### config.mk
export PLATFORM = sky130hd
export DESIGN_NAME = gsha_free_queue
export DESIGN_NICKNAME = d
export VERILOG_FILES = /design/src/rtl/gsha_pkg.sv /design/src/rtl/gsha_free_queue.sv
export SDC_FILE = /design/constraint.sdc
export NUM_CORES = 1
export LEC_CHECK = 0
export BUFFER_PORTS_ARGS = -buffer_cell sky130_fd_sc_hd__buf_2
export CAP_MARGIN = 20
export CORE_MARGIN = 4
export CORE_UTILIZATION = 25
export DETAILED_ROUTE_END_ITERATION = 10
export GPL_ROUTABILITY_DRIVEN = 1
export RECOVER_POWER = 25
export SYNTH_ARGS = -nofsm -noshare
export SYNTH_HDL_FRONTEND = slang
export SYNTH_SLANG_ARGS = --single-unit
### constraint.sdc
create_clock -name clk -period 5.7 [get_ports clk]
set_input_delay 0 -clock clk [delete_from_list [all_inputs] [get_ports clk]]
set_output_delay 0 -clock clk [all_outputs]
set_load 0.02 [all_outputs]
### src/rtl/gsha_pkg.sv
`default_nettype none
// ----------------------------------------------------------------------------
// gsha_pkg
// Shared types and constants of the generational slot handle allocator.
// ----------------------------------------------------------------------------
package gsha_pkg;

  // Bits of a handle that carry the slot index.
  localparam int INDEX_W = 14;

  // Amount added to a slot's id on every allocate.
  localparam logic [31:0] ID_STEP = 32'h0000_4000;

  typedef enum logic [2:0] {
    ST_OK        = 3'd0,
    ST_FULL      = 3'd1,
    ST_BAD_INDEX = 3'd2,
    ST_SLOT_FREE = 3'd3,
    ST_STALE     = 3'd4
  } status_t;

  typedef enum logic [0:0] {
    OP_ALLOC   = 1'b0,
    OP_RELEASE = 1'b1
  } op_t;

  typedef enum logic [2:0] {
    S_CLEAR,
    S_IDLE,
    S_A_POP,
    S_A_ADDR,
    S_A_WR,
    S_SCAN,
    S_R_CHK,
    S_RESP
  } seq_state_t;

  // Commands to the free-slot queue.
  typedef struct packed {
    logic push;
    logic pop;
  } q_ctrl_t;

  // Fill level flags of the free-slot queue.
  typedef struct packed {
    logic empty;
    logic full;
    logic last_free;
  } q_stat_t;

endpackage : gsha_pkg
`default_nettype wire

### src/rtl/gsha_free_queue.sv
`default_nettype none
// ----------------------------------------------------------------------------
// gsha_free_queue
// Circular queue of free slot indices held in a small synchronous memory.
// ----------------------------------------------------------------------------
module gsha_free_queue
  import gsha_pkg::*;
#(
  parameter int QUEUE_DEPTH = 32,
  parameter int SLOT_W      = 13
) (
  input  wire logic              clk,
  input  wire logic              rst,
  input  wire q_ctrl_t           ctrl,
  input  wire logic [SLOT_W-1:0] push_data,
  output      logic [SLOT_W-1:0] head_data,
  output      q_stat_t           stat
);

  localparam int QW = $clog2(QUEUE_DEPTH);
  localparam int CW = $clog2(QUEUE_DEPTH + 1);

  logic [SLOT_W-1:0] qmem [QUEUE_DEPTH];
  logic [QW-1:0]     head;
  logic [QW-1:0]     tail;
  logic [CW-1:0]     count;

  function automatic logic [QW-1:0] ptr_inc(input logic [QW-1:0] p);
    ptr_inc = (p == QW'(QUEUE_DEPTH - 1)) ? '0 : p + QW'(1);
  endfunction

  // The head entry is read every cycle through a register; it is valid in the cycle after head moves.
  always_ff @(posedge clk) begin
    if (ctrl.push) begin
      qmem[tail] <= push_data;
    end
    head_data <= qmem[head];
  end

  always_ff @(posedge clk) begin
    if (rst) begin
      head  <= '0;
      tail  <= '0;
      count <= '0;
    end else begin
      if (ctrl.push) begin
        tail <= ptr_inc(tail);
      end
      if (ctrl.pop) begin
        head <= ptr_inc(head);
      end
      if (ctrl.push && !ctrl.pop) begin
        count <= count + CW'(1);
      end else if (ctrl.pop && !ctrl.push) begin
        count <= count - CW'(1);
      end
    end
  end

  always_comb begin
    stat.empty     = (count == '0);
    stat.full      = (count == CW'(QUEUE_DEPTH));
    stat.last_free = (count == CW'(QUEUE_DEPTH - 1));
  end

endmodule : gsha_free_queue
`default_nettype wire

; After elaboration in Yosys (flattened, before gate mapping)
; Memory sizes are Yosys's and may differ from the RTL's. A register that Yosys moved wholly into a read port is not among the register bits.
; Index checks and enable logic that the tools add are counted.
[word_totals]
register_bits = 16
ram_bits = 416
in_bits = 17
out_inout_bits = 16
mem_count = 1
[mem_list]
columns = memory, words, width, read_ports, rd_clocked_by_memory_dff, write_ports, line_no
row1 = qmem, 32, 13, 1, 1, 1, gsha_free_queue.sv:23  ; logic [SLOT_W-1:0] qmem [QUEUE_DEPTH];
[classes]
add_sub_neg = 4
n_eq_ne = 4
n_mux = 6
reduce_logical = 6
[op_table]
columns = cell, count
row1 = $mux W6, 2
row2 = $add A5 B1 Y5 const B, 2
row3 = $eq A5 B5 Y1 const B, 2
row4 = $mux W5, 2
row5 = $add A6 B1 Y6 const B, 1
row6 = $eq A6 B5 Y1 const B, 1
row7 = $eq A6 B6 Y1 const B, 1
row8 = $logic_not A6 Y1, 1
row9 = $sub A6 B1 Y6 const B, 1
row10 = $logic_and A1 B1 Y1, 2
row11 = $logic_not A1 Y1, 2
row12 = $mux W1, 2
row13 = $reduce_bool A2 Y1, 1

; Logic depth before layout (Yosys ltp)
; Gate-level depths: netlist of the first run.
[logic_depth]
ltp_word = 4
depth_mapped = 8
depth_no_buf = 8

; Worst setup path before layout of the first run
; Ideal clock, no wire load.
[synth_path]
path_type = reg2reg
startpoint = register tail[0]
endpoint = memory qmem[3][0], enable pin
t_arrival_ps = 1975
t_required_ps = 5283
path_slack_ps = 3308
stages_incl_launch_ff = 4
period_less_slack_ps = 2392
path_cell_list = dfxtp_1 > ha_1 > nand2_1 > nor4_1
[synth_lines]
columns = element, line_no
row1 = from (decl), gsha_free_queue.sv:25  ; logic [QW-1:0] tail;
row2 = from (signal assigned), gsha_free_queue.sv:47  ; tail <= ptr_inc(tail);
row3 = to (decl), gsha_free_queue.sv:23
; No word-level cell before the write port.

==> key figures, run 1 <==
Worst setup path
  – Crit path max-delay family: flip-flops
  – Category of the critical setup timing path: flip-flop to flip-flop
  – Standard cell with the maximum stage delay on the critical path: sky130_fd_sc_hd__dfxtp_4
  – Largest fanout on the critical path: 62
  – Endpoint of the worst-slack reg-to-reg timing path: head_data[10]
  – Stage delay of the slowest cell on the critical path: around 0.96 ns
  – Data arrival time at the worst-slack endpoint: 3.38 ns
  – Depth of the most critical reg-to-reg path: 4
  – Startpoint type of the worst setup path: flip-flop
  – Worst path buffer plus inverter count: 1
  – Crit path cell chain: buf_12, mux4_2, a211oi_1, a22oi_1
  – Reg2Reg Launch Point: head[0]
  – Setup crit start: head[0]
  – Levels on crit path: 4
  – Reg-to-reg slack, setup: 2.74 ns
  – Required arrival time at the worst endpoint: about 6 ns
  – End point of the critical path: head_data[10]
  – Endpoint class of the critical path: flip-flop

Hold path
  – Hold Startpoint: rst
  – Worst hold path class: input pin to flip-flop

Timing
  – Final slew viol count: 132
  – Slew Limit Headroom: -0.144
  – Setup TNS: 0 ns
  – Max Clock Freq: between 300 and 400 MHz
  – Final setup skew: 0.0279 ns
  – Hold Fails Final Rpt: 0
  – Setup repair after global routing missed its margin: false
  – Finish-stage setup viols: 0
  – Transition time at the pin with the least slew margin: 1.72 ns
  – Final-layout worst hold slack: 0.381 ns
  – Clock period minus final worst setup slack: around 3.0 ns
  – Ratio of final minimum period to clock period: 0.520

Power
  – Flop pwr share: 0.538
  – Clock group share of total power: 0.404
  – Switch Pwr: roughly 1.5 mW
  – Part of the power in combinational logic: 0.058
  – Total power: 6.81 mW
  – Worst IR Drop VDD: 261 uV
  – Switching share of power: 0.222
  – Total power per unit cell area: 340 nW/um^2
  – Leak Pwr: 6.23 nW
  – Cell-internal power: 5.30 mW

Drt
  – ANT nets after route: 0
  – Number of optimization iterations in the first detailed-route pass: 5
  – Detail-routed via count per cell: approximately 4.7
  – WL/cell: 22.0 um
  – Routed Wire Length: 40500 um
  – # DRC: 0
  – Overall via count from detail_route: approximately 8600
  – Number of design-rule violations left by the first detailed-router iteration: approximately 810

Synth
  – Count of different cell masters after synthesis: 43
  – Cell area after synthesis: 17100 um^2
  – Synthesized flop and latch total: 445
  – Synthesis Warnings: 0
  – Sequential area share after synthesis: 0.763
  – Gate Count Post-Synth: roughly 860
  – Async SR Flop Fraction: 0
  – Mean instance size in the synthesized netlist: 20.0 um^2
  – Main flop type after synthesis: sky130_fd_sc_hd__edfxtp_1
  – Post-synth EDFFs: 416
  – Synthesized netlist net count: 885

Place
  – Global placer's final weighted congestion: 0.755
  – Total placed instance area: ~19000 um^2
  – Post-DP HPWL: 23800 um
  – Port-buffer cells: 32

Finish
  – Filler cell count in the final layout: 6539
  – Final-stage net count: 963
  – Diodes inserted: 0
  – Most common cell after layout, fill and taps aside: sky130_fd_sc_hd__edfxtp_1
  – Fraction of layout cells with a size suffix above 1: 0.225
  – Most frequent cells in the layout: sky130_fd_sc_hd__edfxtp_1 (416), sky130_fd_sc_hd__mux4_2 (78), sky130_fd_sc_hd__mux2i_1 (57)
  – Area overhead of the layout relative to synthesis: 16.8%
  – Area of all placed cells without fillers: 20000 um^2

Clocking
  – Longest Clk Path Bufs: 3
  – CTS sink count: 445
  – Clock latency of the later-clocked register in the worst-skew pair: ~0.59 ns
  – Clock tree from TritonCTS: built
  – Buffer cell driving the clock tree root: sky130_fd_sc_hd__clkbuf_16
  – Post-CTS sizing: 0
  – Clk slew on worst S/H paths: 0.07 ns
  – Max H-tree Level: 2
  – Number of buffers created by CTS: 43

Floorplanning
  – # rows: 95
  – I/O pin total: 33
  – Standard cell core area: 67500 um^2
  – Initial Utilization: 0.254
  – Die Footprint: 72800 um^2
  – Die height: 270 um
  – X dimension of the die: 270 um

Global route
  – Vias in the first global route: 8525
  – Global-route wire length before repair: 59300 um
  – Aggregate global-route resource usage: 0.108
  – Total global routing overflow: 0
  – Antenna violations before repair: 1
  – Largest net degree at the start of global routing: 63

Outcome
  – Status: finished, violations left
  – Failing checks: capacitance limit, slew limit

Job
  – Max-cap violations: 5
[repair_timing]
action	CTS	global route
hold buffers	14	0
setup buffers	0	0
hold endpoints to repair	309	0
[cell usage after synthesis (all sizes together) (4+ instances only)]
cell | number | share of area
a211oi | 13 | 0.0057
mux4 | 78 | 0.10
o21ai | 4 | 0.0012
nand3b | 5 | 0.0022
clkbuf | 27 | 0.0059
nor2 | 32 | 0.0070
dfxtp | 29 | 0.034
nand2 | 10 | 0.0022
a21oi | 20 | 0.0058
buf | 22 | 0.0093
edfxtp | 416 | 0.73
nor3 | 16 | 0.0047
a22oi | 41 | 0.018
mux2i | 57 | 0.033
inv | 5 | 0.0011
o221ai | 13 | 0.0066
o22ai | 13 | 0.0047
ha | 12 | 0.0088
nand3 | 5 | 0.0015
and3 | 5 | 0.0018
[worst reg2reg max path, cell delays in order (launching register included)]
cell and delay, ns:
sky130_fd_sc_hd__dfxtp_4 0.96, sky130_fd_sc_hd__buf_12 0.57, sky130_fd_sc_hd__mux4_2 0.61, sky130_fd_sc_hd__a211oi_1 0.49, sky130_fd_sc_hd__a22oi_1 0.18
[final cells by class]
class,count,area [um^2],share of cell area
flip-flops and latches,445,13100,0.653
multi-input cells,356,3870,0.193
clock buffers,59,1150,0.0573
well taps,873,1090,0.0546
repair buffers,82,604,0.0302
clock inverters,16,205,0.0103
inverters,5,18.8,0.000938
[through the flow]
stage,setup WS [ns],std cells,utilization
2_1_floorplan,3.31,855,-
3_3_place_gp,2.46,1744,0.274
3_5_place_dp,2.74,1747,0.275
4_1_cts,2.71,1836,0.297
5_1_grt,2.55,1836,0.296
6_report,2.74,1836,0.296
[worst min-delay path by stage]
stage	endpoint	slack, ns	cells after the start
floorplan	qmem[0][0]	0.1	0
finish	count[0]	0.38	3
CTS	qmem[31][4]	0.005	1
global route	head[2]	0.39	3
global placement	head[1]	0.33	3
detailed placement	head[1]	0.34	3
[metal layers]
metal / share of wire / GRT usage / wire, um / vias to the layer above
met5: 0 / 0 / 0 / -
met4: 0.022 / 0.0299 / 908 / 0
met3: 0.058 / 0.0219 / 2350 / 55
met2: 0.47 / 0.172 / 19200 / 246
met1: 0.44 / 0.150 / 18000 / 4560
li1: - / - / - / 3701
[sequential cells by signal, summed over array words and instances (netlist names)]
signal	count
qmem	416
tail	5
head	5
count	6
head_data	13
[kinds of logic (layout without fill, tap and decap cells)]
group / count (synthesis) / count (layout) / synth area share
DFF: 445 / 445 / 0.763
buffers and inverters: 54 / 162 / 0.0164
adders and majority gates: 13 / 13 / 0.00993
xor gates and xnor gates: 3 / 3 / 0.00153
muxes: 136 / 136 / 0.136
AOI/OAI and AO/OA: 113 / 113 / 0.0462
and+or+nand+nor: 91 / 91 / 0.0268
[power by group through the flow]
stage          sequential [mW]  clock, mW  combinational, mW
2_1_floorplan             3.71          0              0.254
3_3_place_gp              3.74          0              0.378
3_5_place_dp              3.74          0              0.388
4_1_cts                   3.67       2.82              0.397
5_1_grt                   3.67       2.95              0.425
6_report                  3.67       2.75              0.392
Power figures use the tool's default switching activity.
==> inputs of run 2 (changes only) <==
clock period = 2.7 ns   (was 5.7 ns; I/O delays follow)
==> run 2 against run 1 <==
The flow still finishes with violations (capacitance limit, slew limit). Register-to-register slack worse by 2.4 ns. Count of clock-buffer cells in the layout up 1. Sequential power rose by 110%. Clock skew rose by 0.0026 ns. Clock power rose by 110%. Setup slack worse by 2.4 ns. First-iteration DRC count is 4.1% higher. Cell area is 0.81% higher. Critical path type unchanged. Largest cell class unchanged.
==> key figures, run 2 (synthesis gave the netlist of run 1 again) <==
Job
  – Max-cap violations: 9

Drt
  – Routed Wire Length: 39200 um
  – Number of optimization iterations in the first detailed-route pass: 5
  – Overall via count from detail_route: 8533
  – Detail-routed via count per cell: ~4.6
  – Number of design-rule violations left by the first detailed-router iteration: ~850
  – WL/cell: 21.1 um
  – ANT nets after route: 0
  – # DRC: 0

Clocking
  – Max H-tree Level: 2
  – Count of buffers added by post-CTS timing repair for setup: 0
  – CTS sink count: 445
  – Buffer cell driving the clock tree root: sky130_fd_sc_hd__clkbuf_16
  – Clock latency of the later-clocked register in the worst-skew pair: between 0.5 and 0.6 ns
  – Clk slew on worst S/H paths: around 0.06 ns
  – Longest Clk Path Bufs: 3
  – Number of buffers created by CTS: 44
  – Clock tree from TritonCTS: built

Finish
  – Largest registers: qmem: 416 flops, head_data: 13 flops, count: 6 flops
  – Register name with the most flops: qmem
  – Fraction of layout cells with a size suffix above 1: 0.241
  – Most frequent cells in the layout: sky130_fd_sc_hd__edfxtp_1 (416), sky130_fd_sc_hd__mux4_2 (78), sky130_fd_sc_hd__mux2i_1 (57)
  – Area overhead of the layout relative to synthesis: 17.7%
  – Filler cell count in the final layout: 6572
  – Final-stage net count: 983
  – Area of all placed cells without fillers: 20200 um^2
  – Max FFs per register: 416
  – Most common cell after layout, fill and taps aside: sky130_fd_sc_hd__edfxtp_1

Floorplanning
  – Initial Utilization: 0.254
  – I/O pin total: 33
  – Standard cell core area: between 60000 and 70000 um^2
  – Die height: around 270 um
  – X dimension of the die: 270 um
  – # rows: 95
  – Die Footprint: 72800 um^2

Timing
  – Setup repair after global routing missed its margin: false
  – Slew Limit Headroom: -0.182
  – Clock period minus final worst setup slack: 2.33 ns
  – Final slew viol count: 298
  – Finish-stage setup viols: 0
  – Final setup skew: 0.0305 ns
  – Hold Fails Final Rpt: 0
  – Transition time at the pin with the least slew margin: 1.77 ns
  – Ratio of final minimum period to clock period: 0.863
  – Max Clock Freq: 429 MHz
  – Worst setup margin: 0.370 ns
  – Setup TNS: 0 ns

Global route
  – Total global routing overflow: 0
  – Vias in the first global route: ~8500
  – Aggregate global-route resource usage: 0.106
  – Antenna violations before repair: 1
  – Global-route wire length before repair: 58200 um
  – Largest net degree at the start of global routing: 56

Worst setup path
  – Reg2Reg Launch Point: head[0]
  – Startpoint type of the worst setup path: flip-flop
  – End point of the critical path: head_data[10]
  – Endpoint class of the critical path: flip-flop
  – Depth of the most critical reg-to-reg path: 6
  – Category of the critical setup timing path: flip-flop to flip-flop
  – Endpoint of the worst-slack reg-to-reg timing path: head_data[10]
  – Crit path cell chain: buf_12, mux2i_1, o22ai_1, a211oi_1, buf_4, a22oi_1
  – Setup crit start: head[0]
  – Reg-to-reg slack, setup: 0.37 ns
  – Largest fanout on the critical path: 55
  – Standard cell with the maximum stage delay on the critical path: sky130_fd_sc_hd__a211oi_1
  – Data arrival time at the worst-slack endpoint: 2.76 ns
  – Stage delay of the slowest cell on the critical path: 0.63 ns
  – Required arrival time at the worst endpoint: 3.13 ns

Outcome
  – Status: finished, violations left
  – Failing checks: capacitance limit, slew limit

Power
  – Total power per unit cell area: between 700 and 800 nW/um^2
  – Leak Pwr: 6.32 nW
  – Worst IR Drop VDD: 374 uV
  – Total power: between 10 and 15 mW

Place
  – Global placer's final weighted congestion: 0.769
  – Post-DP HPWL: about 24000 um
  – Total placed instance area: 18700 um^2
  – Port-buffer cells: 32
  – Post-Place Setup Slack: approximately 0.34 ns

Hold path
  – Worst hold path class: input pin to flip-flop
==> run 2: cell count changes in the layout (fill, tap and decap cells not counted), moves of 2 or more <==
| cell | change |
|---|---|
| sky130_fd_sc_hd__buf_12 | +5 |
| sky130_fd_sc_hd__clkinv_16 | -2 |
| sky130_fd_sc_hd__clkinv_1 | +3 |
| sky130_fd_sc_hd__dlygate4sd3_1 | -6 |
| sky130_fd_sc_hd__buf_4 | +23 |
| sky130_fd_sc_hd__nor2_2 | -4 |
| sky130_fd_sc_hd__nor2_1 | +4 |
| sky130_fd_sc_hd__clkinv_2 | -4 |
| sky130_fd_sc_hd__clkinvlp_4 | +4 |
==> run 2: how the worst min path moves through the flow <==
stage	from	end	slack [ns]	depth (start not counted)
3_5_place_dp	ctrl[0]	head[1]	0.35	3
2_1_floorplan	push_data[0]	qmem[0][0]	0.1	0
4_1_cts	push_data[9]	qmem[25][9]	0.0003	1
5_1_grt	rst	tail[4]	0.42	3
6_report	rst	tail[2]	0.41	3
3_3_place_gp	ctrl[0]	head[4]	0.33	3
==> run 2: per-layer routing <==
metal	GRT usage	wire length, um	share of wire
met1	0.149	17100	0.44
met2	0.168	18600	0.47
met3	0.0265	2920	0.074
met4	0.0209	614	0.016
met5	0	13	0.00033
==> run 2: area by class of cell <==
type	count	area [um^2]	share of cell area
diodes	1	2.50	0.000124
clock buffers	60	1180	0.0585
flip-flops and latches	445	13100	0.648
repair buffers	101	762	0.0378
multi-input cells	356	3860	0.191
inverters	5	18.8	0.000930
well taps	873	1090	0.0541
clock inverters	17	181	0.00899
==> run 2: timing repair <==
| action | in CTS | in global routing |
|---|---|---|
| resized for setup | 0 | 0 |
| hold buffers | 8 | 0 |
| endpoints found under the hold margin | 75 | 0 |
==> run 2: per-stage QoR <==
step | utilization | hold WS [ns] | cells
global placement | 0.278 | 0.326 | 1772
finish | 0.299 | 0.413 | 1858
floorplan | - | 0.0989 | 855
detailed placement | 0.278 | 0.350 | 1772
CTS | 0.299 | 0.000281 | 1857
global route | 0.299 | 0.417 | 1857
==> run 2: where the power goes <==
part,leakage (nW),internal [mW],switching [mW]
sequential,3.99,7.63,0.0771
combinational,1.69,0.369,0.506
clock,0.645,3.36,2.48
==> run 2: worst max-delay path, delay by kind of cell, from the launching register on <==
kind,cells,cell delay [ns]
AO/OA/AOI/OAI,3,0.85
buffers and inverters,2,0.56
flip-flops,1,0.48
multiplexers,1,0.24
